[src/hdl/plht_pkg.sv]
// ============================================================================
// plht_pkg: shared definitions for the pinned LRU handle table
// Table geometry, command and status codes, channel payloads and the
// control/status bundles between the controller and the datapath.
// ============================================================================
package plht_pkg;

    // Table geometry. The slot field of the channels is four bits wide,
    // so the table holds at most sixteen entries.
    localparam int ENTRIES    = 16;
    localparam int IDX_W      = (ENTRIES > 1) ? $clog2(ENTRIES) : 1;
    localparam int TREE_N     = 2 ** IDX_W;
    localparam int LEVELS     = IDX_W;
    localparam int CNT_W      = $clog2(LEVELS + 1);
    localparam int STAMP_BITS = 32;

    // Fixed field widths of the channels.
    localparam int CMD_W    = 3;
    localparam int SLOT_W   = 4;
    localparam int STATUS_W = 3;
    localparam int WHENCE_W = 2;

    // Commands.
    localparam logic [CMD_W-1:0] CMD_OPEN    = 3'd0;
    localparam logic [CMD_W-1:0] CMD_RELEASE = 3'd1;
    localparam logic [CMD_W-1:0] CMD_FLUSH   = 3'd2;
    localparam logic [CMD_W-1:0] CMD_PROBE   = 3'd3;
    localparam logic [CMD_W-1:0] CMD_SEEK    = 3'd4;

    // Seek bases.
    localparam logic [WHENCE_W-1:0] WHENCE_SET = 2'd0;
    localparam logic [WHENCE_W-1:0] WHENCE_CUR = 2'd1;

    // Result status codes.
    localparam logic [STATUS_W-1:0] ST_HIT        = 3'd0;
    localparam logic [STATUS_W-1:0] ST_HIT_PINNED = 3'd1;
    localparam logic [STATUS_W-1:0] ST_FILLED     = 3'd2;
    localparam logic [STATUS_W-1:0] ST_REPLACED   = 3'd3;
    localparam logic [STATUS_W-1:0] ST_FILL_FAIL  = 3'd4;
    localparam logic [STATUS_W-1:0] ST_NONE_FREE  = 3'd5;
    localparam logic [STATUS_W-1:0] ST_DONE       = 3'd6;
    localparam logic [STATUS_W-1:0] ST_NOT_FOUND  = 3'd7;

    typedef struct packed {
        logic [CMD_W-1:0]    cmd;
        logic [31:0]         key;
        logic                auto_release;
        logic [31:0]         object_size;
        logic                fill_ok;
        logic [SLOT_W-1:0]   slot_in;
        logic signed [31:0]  seek_amount;
        logic [WHENCE_W-1:0] whence;
    } t_req;

    typedef struct packed {
        logic [STATUS_W-1:0] status;
        logic [SLOT_W-1:0]   slot_out;
        logic [31:0]         size_out;
        logic signed [31:0]  position;
    } t_rsp;

    // Controller to datapath.
    typedef struct packed {
        logic load;    // capture a request and start the lookup
        logic step;    // one level of the oldest-entry reduction
        logic commit;  // apply the command and register its result
    } t_ctrl_cmd;

    // Datapath to controller.
    typedef struct packed {
        logic is_open;
    } t_dp_status;

endpackage

[src/hdl/plht_req_if.sv]
// ============================================================================
// plht_req_if: request channel
// Valid/ready channel carrying one table command per transaction.
// ============================================================================
interface plht_req_if
    import plht_pkg::*;
();
    logic valid;
    logic ready;
    t_req data;

    modport source (output valid, output data, input ready);
    modport sink   (input valid, input data, output ready);
endinterface

[src/hdl/plht_rsp_if.sv]
// ============================================================================
// plht_rsp_if: response channel
// Valid/ready channel carrying one command result per transaction.
// ============================================================================
interface plht_rsp_if
    import plht_pkg::*;
();
    logic valid;
    logic ready;
    t_rsp data;

    modport source (output valid, output data, input ready);
    modport sink   (input valid, input data, output ready);
endinterface

[src/hdl/plht_ctrl.sv]
// ============================================================================
// plht_ctrl: command sequencer
// Accepts a request, runs the oldest-entry reduction for open commands,
// then commits the command once the result register can take it.
// ============================================================================
module plht_ctrl
    import plht_pkg::*;
(
    input  logic       i_clk,
    input  logic       i_rst_n,
    input  logic       i_in_valid,
    output logic       o_in_ready,
    output logic       o_out_valid,
    input  logic       i_out_ready,
    input  t_dp_status i_status,
    output t_ctrl_cmd  o_cmd
);

    localparam logic [1:0] S_IDLE   = 2'd0;
    localparam logic [1:0] S_SEARCH = 2'd1;
    localparam logic [1:0] S_EXEC   = 2'd2;

    logic [1:0]       r_state, n_state;
    logic [CNT_W-1:0] r_cnt, n_cnt;
    logic             r_out_valid, n_out_valid;

    always_comb begin
        n_state      = r_state;
        n_cnt        = r_cnt;
        o_cmd        = '0;
        o_in_ready   = 1'b0;
        unique case (r_state)
            S_IDLE: begin
                o_in_ready = 1'b1;
                if (i_in_valid) begin
                    o_cmd.load = 1'b1;
                    n_cnt      = '0;
                    n_state    = S_SEARCH;
                end
            end
            S_SEARCH: begin
                // Only an open needs the victim; other commands go straight on.
                if (!i_status.is_open) begin
                    n_state = S_EXEC;
                end else begin
                    o_cmd.step = 1'b1;
                    n_cnt      = r_cnt + CNT_W'(1);
                    if (r_cnt == CNT_W'(LEVELS - 1)) begin
                        n_state = S_EXEC;
                    end
                end
            end
            S_EXEC: begin
                if (!r_out_valid || i_out_ready) begin
                    o_cmd.commit = 1'b1;
                    n_state      = S_IDLE;
                end
            end
            default: begin
                n_state = S_IDLE;
            end
        endcase
    end

    always_comb begin
        if (o_cmd.commit) begin
            n_out_valid = 1'b1;
        end else if (i_out_ready) begin
            n_out_valid = 1'b0;
        end else begin
            n_out_valid = r_out_valid;
        end
    end

    always_ff @(posedge i_clk) begin
        if (!i_rst_n) begin
            r_state     <= S_IDLE;
            r_cnt       <= '0;
            r_out_valid <= 1'b0;
        end else begin
            r_state     <= n_state;
            r_cnt       <= n_cnt;
            r_out_valid <= n_out_valid;
        end
    end

    assign o_out_valid = r_out_valid;

endmodule

[src/hdl/plht_datapath.sv]
// ============================================================================
// plht_datapath: handle table storage and command execution
// Holds the entries, matches keys in parallel, reduces the unpinned stamps
// to the oldest entry one level per step, and applies committed commands.
// ============================================================================
module plht_datapath
    import plht_pkg::*;
(
    input  logic       i_clk,
    input  logic       i_rst_n,
    input  t_ctrl_cmd  i_cmd,
    input  t_req       i_req,
    output t_dp_status o_status,
    output t_rsp       o_rsp
);

    // Entry state.
    logic                  r_valid  [ENTRIES];
    logic                  r_pinned [ENTRIES];
    logic [STAMP_BITS-1:0] r_stamp  [ENTRIES];
    logic [31:0]           r_key    [ENTRIES];
    logic [31:0]           r_size   [ENTRIES];
    logic [31:0]           r_pos    [ENTRIES];
    logic [STAMP_BITS-1:0] r_clock;

    // Captured request and lookup results.
    t_req             r_req;
    logic             r_hit;
    logic [IDX_W-1:0] r_hit_idx;

    // Reduction candidates.
    logic                  r_cand_ok    [TREE_N];
    logic [IDX_W-1:0]      r_cand_idx   [TREE_N];
    logic [STAMP_BITS-1:0] r_cand_stamp [TREE_N];

    t_rsp r_rsp, n_rsp;

    logic             n_hit;
    logic [IDX_W-1:0] n_hit_idx;

    logic                  vok;
    logic [IDX_W-1:0]      vidx;
    logic [IDX_W-1:0]      sidx;
    logic                  slot_ok;
    logic [STAMP_BITS-1:0] clk_next;
    logic [31:0]           seek_pos;

    // Key match against every valid entry; the lowest index wins.
    always_comb begin
        n_hit     = 1'b0;
        n_hit_idx = '0;
        for (int i = ENTRIES - 1; i >= 0; i--) begin
            if (r_valid[i] && (r_key[i] == i_req.key)) begin
                n_hit     = 1'b1;
                n_hit_idx = IDX_W'(i);
            end
        end
    end

    assign vok      = r_cand_ok[0];
    assign vidx     = r_cand_idx[0];
    assign sidx     = r_req.slot_in[IDX_W-1:0];
    assign slot_ok  = (int'(r_req.slot_in) < ENTRIES);
    assign clk_next = r_clock + STAMP_BITS'(1);

    always_comb begin
        if (r_req.whence == WHENCE_SET) begin
            seek_pos = r_req.seek_amount;
        end else if (r_req.whence == WHENCE_CUR) begin
            seek_pos = r_pos[sidx] + r_req.seek_amount;
        end else begin
            seek_pos = r_size[sidx] + r_req.seek_amount;
        end
    end

    // Result of the captured command.
    always_comb begin
        n_rsp        = '0;
        n_rsp.status = ST_NOT_FOUND;
        unique case (r_req.cmd)
            CMD_OPEN: begin
                if (r_hit) begin
                    n_rsp.status   = r_pinned[r_hit_idx] ? ST_HIT_PINNED : ST_HIT;
                    n_rsp.slot_out = SLOT_W'(r_hit_idx);
                    n_rsp.size_out = r_size[r_hit_idx];
                end else if (!vok) begin
                    n_rsp.status = ST_NONE_FREE;
                end else if (!r_req.fill_ok) begin
                    n_rsp.status   = ST_FILL_FAIL;
                    n_rsp.slot_out = SLOT_W'(vidx);
                end else begin
                    n_rsp.status   = r_valid[vidx] ? ST_REPLACED : ST_FILLED;
                    n_rsp.slot_out = SLOT_W'(vidx);
                    n_rsp.size_out = r_req.object_size;
                end
            end
            CMD_RELEASE: begin
                if (slot_ok) begin
                    n_rsp.status   = ST_DONE;
                    n_rsp.slot_out = r_req.slot_in;
                end
            end
            CMD_FLUSH: begin
                n_rsp.status = ST_DONE;
            end
            CMD_PROBE: begin
                if (r_hit) begin
                    n_rsp.status   = ST_HIT;
                    n_rsp.slot_out = SLOT_W'(r_hit_idx);
                    n_rsp.size_out = r_size[r_hit_idx];
                end
            end
            CMD_SEEK: begin
                if (slot_ok) begin
                    n_rsp.status   = ST_DONE;
                    n_rsp.slot_out = r_req.slot_in;
                    n_rsp.position = seek_pos;
                end
            end
            default: begin
                n_rsp.status = ST_NOT_FOUND;
            end
        endcase
    end

    // Entry flags, stamps and the use clock.
    always_ff @(posedge i_clk) begin
        if (!i_rst_n) begin
            for (int i = 0; i < ENTRIES; i++) begin
                r_valid[i]  <= 1'b0;
                r_pinned[i] <= 1'b0;
                r_stamp[i]  <= '0;
            end
            r_clock <= '0;
        end else if (i_cmd.commit) begin
            unique case (r_req.cmd)
                CMD_OPEN: begin
                    r_clock <= clk_next;
                    if (r_hit) begin
                        if (!r_pinned[r_hit_idx]) begin
                            if (r_req.auto_release) begin
                                r_stamp[r_hit_idx] <= clk_next;
                            end else begin
                                r_pinned[r_hit_idx] <= 1'b1;
                            end
                        end
                    end else if (vok) begin
                        if (!r_req.fill_ok) begin
                            r_valid[vidx]  <= 1'b0;
                            r_pinned[vidx] <= 1'b0;
                        end else begin
                            r_valid[vidx] <= 1'b1;
                            if (r_req.auto_release) begin
                                r_pinned[vidx] <= 1'b0;
                                r_stamp[vidx]  <= clk_next;
                            end else begin
                                r_pinned[vidx] <= 1'b1;
                            end
                        end
                    end
                end
                CMD_RELEASE: begin
                    if (slot_ok) begin
                        r_pinned[sidx] <= 1'b0;
                        r_stamp[sidx]  <= STAMP_BITS'(1);
                    end
                end
                CMD_FLUSH: begin
                    for (int i = 0; i < ENTRIES; i++) begin
                        if (!r_pinned[i]) begin
                            r_valid[i] <= 1'b0;
                        end
                    end
                end
                default: begin
                end
            endcase
        end
    end

    // Entry payload, request capture, reduction and result register.
    always_ff @(posedge i_clk) begin
        if (i_cmd.load) begin
            r_req     <= i_req;
            r_hit     <= n_hit;
            r_hit_idx <= n_hit_idx;
            for (int i = 0; i < TREE_N; i++) begin
                if (i < ENTRIES) begin
                    r_cand_ok[i]    <= !r_pinned[i];
                    r_cand_stamp[i] <= r_stamp[i];
                end else begin
                    r_cand_ok[i]    <= 1'b0;
                    r_cand_stamp[i] <= '0;
                end
                r_cand_idx[i] <= IDX_W'(i);
            end
        end

        // Pairwise reduction: the left candidate wins ties, which keeps the
        // lowest index among equal stamps.
        if (i_cmd.step) begin
            for (int i = 0; i < TREE_N / 2; i++) begin
                if (!r_cand_ok[2*i] ||
                    (r_cand_ok[2*i+1] && (r_cand_stamp[2*i+1] < r_cand_stamp[2*i]))) begin
                    r_cand_ok[i]    <= r_cand_ok[2*i+1];
                    r_cand_idx[i]   <= r_cand_idx[2*i+1];
                    r_cand_stamp[i] <= r_cand_stamp[2*i+1];
                end else begin
                    r_cand_ok[i]    <= r_cand_ok[2*i];
                    r_cand_idx[i]   <= r_cand_idx[2*i];
                    r_cand_stamp[i] <= r_cand_stamp[2*i];
                end
            end
            for (int i = TREE_N / 2; i < TREE_N; i++) begin
                r_cand_ok[i] <= 1'b0;
            end
        end

        if (i_cmd.commit) begin
            r_rsp <= n_rsp;
            unique case (r_req.cmd)
                CMD_OPEN: begin
                    if (r_hit) begin
                        r_pos[r_hit_idx] <= '0;
                    end else if (vok && r_req.fill_ok) begin
                        r_key[vidx]  <= r_req.key;
                        r_size[vidx] <= r_req.object_size;
                        r_pos[vidx]  <= '0;
                    end
                end
                CMD_SEEK: begin
                    if (slot_ok) begin
                        r_pos[sidx] <= seek_pos;
                    end
                end
                default: begin
                end
            endcase
        end
    end

    assign o_status.is_open = (r_req.cmd == CMD_OPEN);
    assign o_rsp            = r_rsp;

endmodule

[src/hdl/pinned_lru_handle_table.sv]
// ============================================================================
// pinned_lru_handle_table: fully associative handle table with LRU and pins
// Sixteen-entry table of object handles with timestamp replacement, pinning,
// flush, size probe and offset seek.
//
//   Channel  Dir  Handshake          Payload
//   i_req    in   valid/ready        cmd, key, auto_release, object_size,
//                                    fill_ok, slot_in, seek_amount, whence
//   o_rsp    out  valid/ready        status, slot_out, size_out, position
//
// The accepting edge captures a request and matches its key. An open then
// steps through every level of the oldest-stamp reduction before the command
// is committed to the result register; other commands skip the reduction and
// go from acceptance through the search state to the commit. A new request is
// taken only after the previous one is committed; the result register lets it
// be accepted while the previous result waits. A stalled result register holds
// the commit step. Reset is synchronous and clears the valid, pin and stamp
// state at once.
// ============================================================================
module pinned_lru_handle_table
    import plht_pkg::*;
(
    input  logic i_clk,
    input  logic i_rst_n,
    plht_req_if.sink   i_req,
    plht_rsp_if.source o_rsp
);

    t_ctrl_cmd  ctrl_cmd;
    t_dp_status dp_status;
    logic       in_ready;
    logic       out_valid;
    t_rsp       rsp_data;

    plht_ctrl u_ctrl (
        .i_clk       (i_clk),
        .i_rst_n     (i_rst_n),
        .i_in_valid  (i_req.valid),
        .o_in_ready  (in_ready),
        .o_out_valid (out_valid),
        .i_out_ready (o_rsp.ready),
        .i_status    (dp_status),
        .o_cmd       (ctrl_cmd)
    );

    plht_datapath u_datapath (
        .i_clk    (i_clk),
        .i_rst_n  (i_rst_n),
        .i_cmd    (ctrl_cmd),
        .i_req    (i_req.data),
        .o_status (dp_status),
        .o_rsp    (rsp_data)
    );

    assign i_req.ready = in_ready;
    assign o_rsp.valid = out_valid;
    assign o_rsp.data  = rsp_data;

`ifndef ASSERT_OFF
    // One request at a time: an accepted transaction closes the input.
    a_single_item: assert property (@(posedge i_clk) disable iff (!i_rst_n)
        (i_req.valid && i_req.ready) |=> !i_req.ready)
        else $error("request accepted while a command is in progress");

    // A commit never overwrites a result that has not been taken.
    a_no_overwrite: assert property (@(posedge i_clk) disable iff (!i_rst_n)
        ctrl_cmd.commit |-> (!o_rsp.valid || o_rsp.ready))
        else $error("result register overwritten");

    // The reduction only runs for an open command.
    a_step_open: assert property (@(posedge i_clk) disable iff (!i_rst_n)
        ctrl_cmd.step |-> dp_status.is_open)
        else $error("reduction step outside an open");

    // A result appears only after a commit.
    a_valid_from_commit: assert property (@(posedge i_clk) disable iff (!i_rst_n)
        (o_rsp.valid && !$past(o_rsp.valid && !o_rsp.ready)) |-> $past(ctrl_cmd.commit))
        else $error("result valid without a commit");
`endif

endmodule

[src/flat_wrapper.sv]
// flat-port wrapper written by rule: the top's interface ports become plain ports
module pinned_lru_handle_table_flat import plht_pkg::*;
  (i_clk, i_rst_n, i_req_valid, i_req_data, i_req_ready, o_rsp_valid, o_rsp_data, o_rsp_ready);
  plht_req_if i_req_i ();
  plht_rsp_if o_rsp_i ();
  input  logic i_clk;
  input  logic i_rst_n;
  input wire logic [$bits(i_req_i.valid)-1:0] i_req_valid;
  input wire logic [$bits(i_req_i.data)-1:0] i_req_data;
  output wire logic [$bits(i_req_i.ready)-1:0] i_req_ready;
  output wire logic [$bits(o_rsp_i.valid)-1:0] o_rsp_valid;
  output wire logic [$bits(o_rsp_i.data)-1:0] o_rsp_data;
  input wire logic [$bits(o_rsp_i.ready)-1:0] o_rsp_ready;
  assign i_req_i.valid = i_req_valid;
  assign i_req_i.data = i_req_data;
  assign i_req_ready = i_req_i.ready;
  assign o_rsp_valid = o_rsp_i.valid;
  assign o_rsp_data = o_rsp_i.data;
  assign o_rsp_i.ready = o_rsp_ready;
  pinned_lru_handle_table u_core (.i_clk(i_clk), .i_rst_n(i_rst_n), .i_req(i_req_i), .o_rsp(o_rsp_i));
endmodule
[config.mk]
export PLATFORM = sky130hd
export DESIGN_NAME = pinned_lru_handle_table_flat
export DESIGN_NICKNAME = d
export VERILOG_FILES = /design/src/hdl/plht_pkg.sv /design/src/hdl/plht_req_if.sv /design/src/hdl/plht_rsp_if.sv /design/src/hdl/plht_ctrl.sv /design/src/hdl/plht_datapath.sv /design/src/hdl/pinned_lru_handle_table.sv /design/src/flat_wrapper.sv
export SDC_FILE = /design/constraint.sdc
export NUM_CORES = 2
export LEC_CHECK = 0
export ABC_AREA = 1
export BUFFER_PORTS_ARGS = -buffer_cell sky130_fd_sc_hd__buf_2
export CAP_MARGIN = 15
export CORE_MARGIN = 2
export CORE_UTILIZATION = 35
export CTS_CLUSTER_DIAMETER = 40
export DETAILED_ROUTE_END_ITERATION = 8
export SLEW_MARGIN = 5
export SYNTH_ARGS = -nofsm -noshare
export SYNTH_HDL_FRONTEND = slang
export SYNTH_HIERARCHICAL = 1
export SYNTH_SLANG_ARGS = --single-unit
[constraint.sdc]
create_clock -name i_clk -period 26.7 [get_ports i_clk]
set_input_delay 5.34 -clock i_clk [delete_from_list [all_inputs] [get_ports i_clk]]
set_output_delay 5.34 -clock i_clk [all_outputs]
set_load 0.05 [all_outputs]
==> metrics <==
Hold Vio Cnt, Final=0; most used cell, CP=nand2_1; area leader, netlist=edfxtp_1; VDD IR max=0.05617 mV; Non-Filler Instances=15990; Mean Syn Cell Area=11.70 sq um; first-pass GRT wire length=580400 um; DIE AREA=0.3620 sq mm; commonest non-fill, non-tap cells in the layout=2792 x edfxtp_1, 1588 x nor2_1, 1164 x nand2_1; Async SR Flop Fraction=0; clock root buffer=clkbuf_16; Final Max Slew Viols=0; post-layout util=0.4117; Clock Tree Buf Depth=4; Most used DFF post-synth=edfxtp_1; Post-Syn Area=0.1250 sq mm; Initial DRT Pass Iterations=6; Max FO, Critical Path=72; Hold Crit Class=reg2reg; count of different cell masters after synthesis=66; period utilization=0.3371; largest net degree at the start of global routing=197; vias in the first global route=82410; GPL Wtd Cong=0.9056; CP top delay family=simple AND/OR/NAND/NOR gates; dpl ws=16830 ps; Residual DRC=0; port bufs=183; Area contributors post-synth=edfxtp_1 67%, nor2_1 4.9%, o21ai_0 4.4%, nand2_1 3.5%, nand3_1 3.0%; crit path capture type=flip-flop; aggregate global routing overflow=0; Seq/Total Area, Yosys=0.6814; Setup TNS=0 ps; final net count=11260; RSZ-0062 raised after global routing=no; Finish-stage setup viols=0; WS Path Type=in2reg; total power=11.82 mW; CP required=27310 ps; internal power=8.809 mW; PD cells=80.70 mW/mm^2; die width=601.7 um; crit-path cells=buf_2 > inv_1 > a21oi_4 > buf_12 > nand2_1 > nor2_2 > inv_2 > o21ai_1 > inv_2 > nor3_2 > nand2_1 > nand2_1 > buf_4; final instance area=0.1464 sq mm; Reg clk slew, reported paths=60 ps; final worst slack=17700 ps; Worst path max stage delay=760 ps; Clock Power Share=0.486; share of cells above drive strength 1=0.1160; Starting Density=0.3516; Routed wire per std cell=25.45 um; syn nets=11080; post-synth top area share=0.6705; Period minus WS final=9000 ps; Vias/cell=5.548; row cnt=219; CTS buffer count=417; clk_lat worst skew=980 ps; core area=0.3557 sq mm; Worst Path Buf+Inv=6; Combinational Power Share=0.080; WL final=407100 um; measured slew at the worst slew-check pin=1358 ps; Total GRT Usage=0.2169; Reg power frac=0.434; Hold WS=361.7 ps; HPWL Detailed=248400 um; Post-CTS Setup Inserts=0; Post-synth EDFFs=2792; initial antenna violation count=32; CTS H-tree lvls=5; status=completed; Syn-to-layout area delta=17.12%; clk sink count=2860; DP Cell Count=15190; CTS resizes=0; arrival time worst endpoint=9610 ps; synthesized flop and latch total=2860; Final Skew=103.0 ps; Max Fclk=111.1 MHz; number of max-cap violations=0; IO Count=184; CTS tree=done; commonest non-fill, non-tap cell in the layout=edfxtp_1; CP max-delay cell=nand2_1; DRT iter0 DRCs=12470; DRT antenna net count=0; sw power=3.010 mW; Slew headroom=0.09472; die height=601.7 um; Switching Share=0.2547; vias=88730; DP Area=0.1315 sq mm; CP Launch Type=primary input; cell leakage power=52.72 nW; Synthesis Warnings=6; Syn Inst Count=10690; cts hold-fix bufs=0
synth_stat cells, types with 27 or more instances:
library cell     n
inv_1          647
clkbuf_1       518
ha_1           282
nand2_1       1172
o211ai_1       121
a211oi_1        37
dfxtp_1         68
xor2_1          92
xnor2_1        129
nor3_1          31
edfxtp_1      2792
a31oi_1         58
a21oi_1        255
inv_2           27
o21ai_0       1099
buf_1           42
o221ai_1       286
buf_2           87
nand4_1         65
nand3_1        738
nor2_1        1630
a22o_1          28
or2_2           30
o22ai_1        172
nor4_1          37
power groups by stage:
| stage | Sequential, mW | Combinational, mW | Clock, mW |
|---|---|---|---|
| 2_1_floorplan | 5.20 | 0.564 | 0 |
| 3_3_place_gp | 5.22 | 0.913 | 0 |
| 3_5_place_dp | 5.22 | 0.922 | 0 |
| 4_1_cts | 5.13 | 0.927 | 5.80 |
| 5_1_grt | 5.14 | 1.02 | 6.00 |
| 6_report | 5.13 | 0.943 | 5.74 |
per-layer routing:
metal	global-route usage	routed length, um
met2	0.3387	184200
met3	0.03596	39360
met5	0	96
met1	0.2957	163400
met4	0.09973	19960
registers in the layout, indices dropped and copies added, names as in the netlist, 2 cells and up, named ones only:
signal,cells
u_core/u_datapath/r_pos,512
u_core/u_datapath/r_pinned,16
u_core/u_ctrl/r_state,2
u_core/u_datapath/r_cand_stamp,512
u_core/u_datapath/r_cand_ok,16
u_core/u_ctrl/r_cnt,3
u_core/u_datapath/r_req,103
u_core/u_datapath/r_valid,16
u_core/u_datapath/o_rsp,71
u_core/u_datapath/r_clock,32
u_core/u_datapath/r_stamp,512
u_core/u_datapath/r_size,512
u_core/u_datapath/r_key,512
u_core/u_datapath/r_cand_idx,27
u_core/u_datapath/sidx,4
u_core/u_datapath/r_hit_idx,4
worst register-to-register path, cell delays in order, from the launching register on:
cell	delay [ps]
dfxtp_4	520
inv_8	750
buf_12	680
buf_4	780
o21ai_0	210
o221ai_1	210
a31oi_1	190
a32oi_1	550
ha_1	330
inv_1	90
fa_1	460
o21a_1	230
o21ai_0	360
a31oi_1	200
o21ai_0	650
nand4_1	250
a21oi_1	190
o22ai_1	200
nor2_2	860
cell families (layout without fill, tap and decap cells):
logic type,count (synthesis),count (layout),synth area share
multiplexers,2,2,0.0001601
AO/OA/AOI/OAI,2199,2199,0.1063
buffers and inverters,1338,1874,0.04129
other,0,18,0
adder cells (fa/ha/maj),283,283,0.02838
flip-flops,2860,2860,0.6814
AND/OR/NAND/NOR,3786,3786,0.1270
XOR/XNOR,221,221,0.01548
layout make-up:
class / count / area, sq um
Antenna cell: 18 / 45.04
Tap cell: 4751 / 5944
Clock buffer: 446 / 10600
Inverter: 685 / 2621
Sequential cell: 2860 / 85210
Fill cell: 33050 / 209200
Timing Repair Buffer: 411 / 2821
Clock inverter: 332 / 4207
Multi-Input combinational cell: 6491 / 34990
final timing paths:
kind / startpoint / to / slack (ps) / depth (start not counted)
setup / recovery: o_rsp_ready / u_core/u_datapath/r_stamp[10][2]$_SDFFCE_PN0P_ / 17700 / 13
hold / removal: u_core/u_datapath/r_stamp[12][10]$_SDFFCE_PN0P_ / u_core/u_datapath/r_cand_stamp[1][138]$_DFFE_PP_ / 360 / 0
setup reg to reg: flip-flop / u_core/u_datapath/r_pos[9][28]$_DFFE_PP_ / 18570 / 18
hold reg to reg: u_core/u_datapath/r_stamp[12][10]$_SDFFCE_PN0P_ / u_core/u_datapath/r_cand_stamp[1][138]$_DFFE_PP_ / 360 / 0
Power figures use the tool's default switching activity.
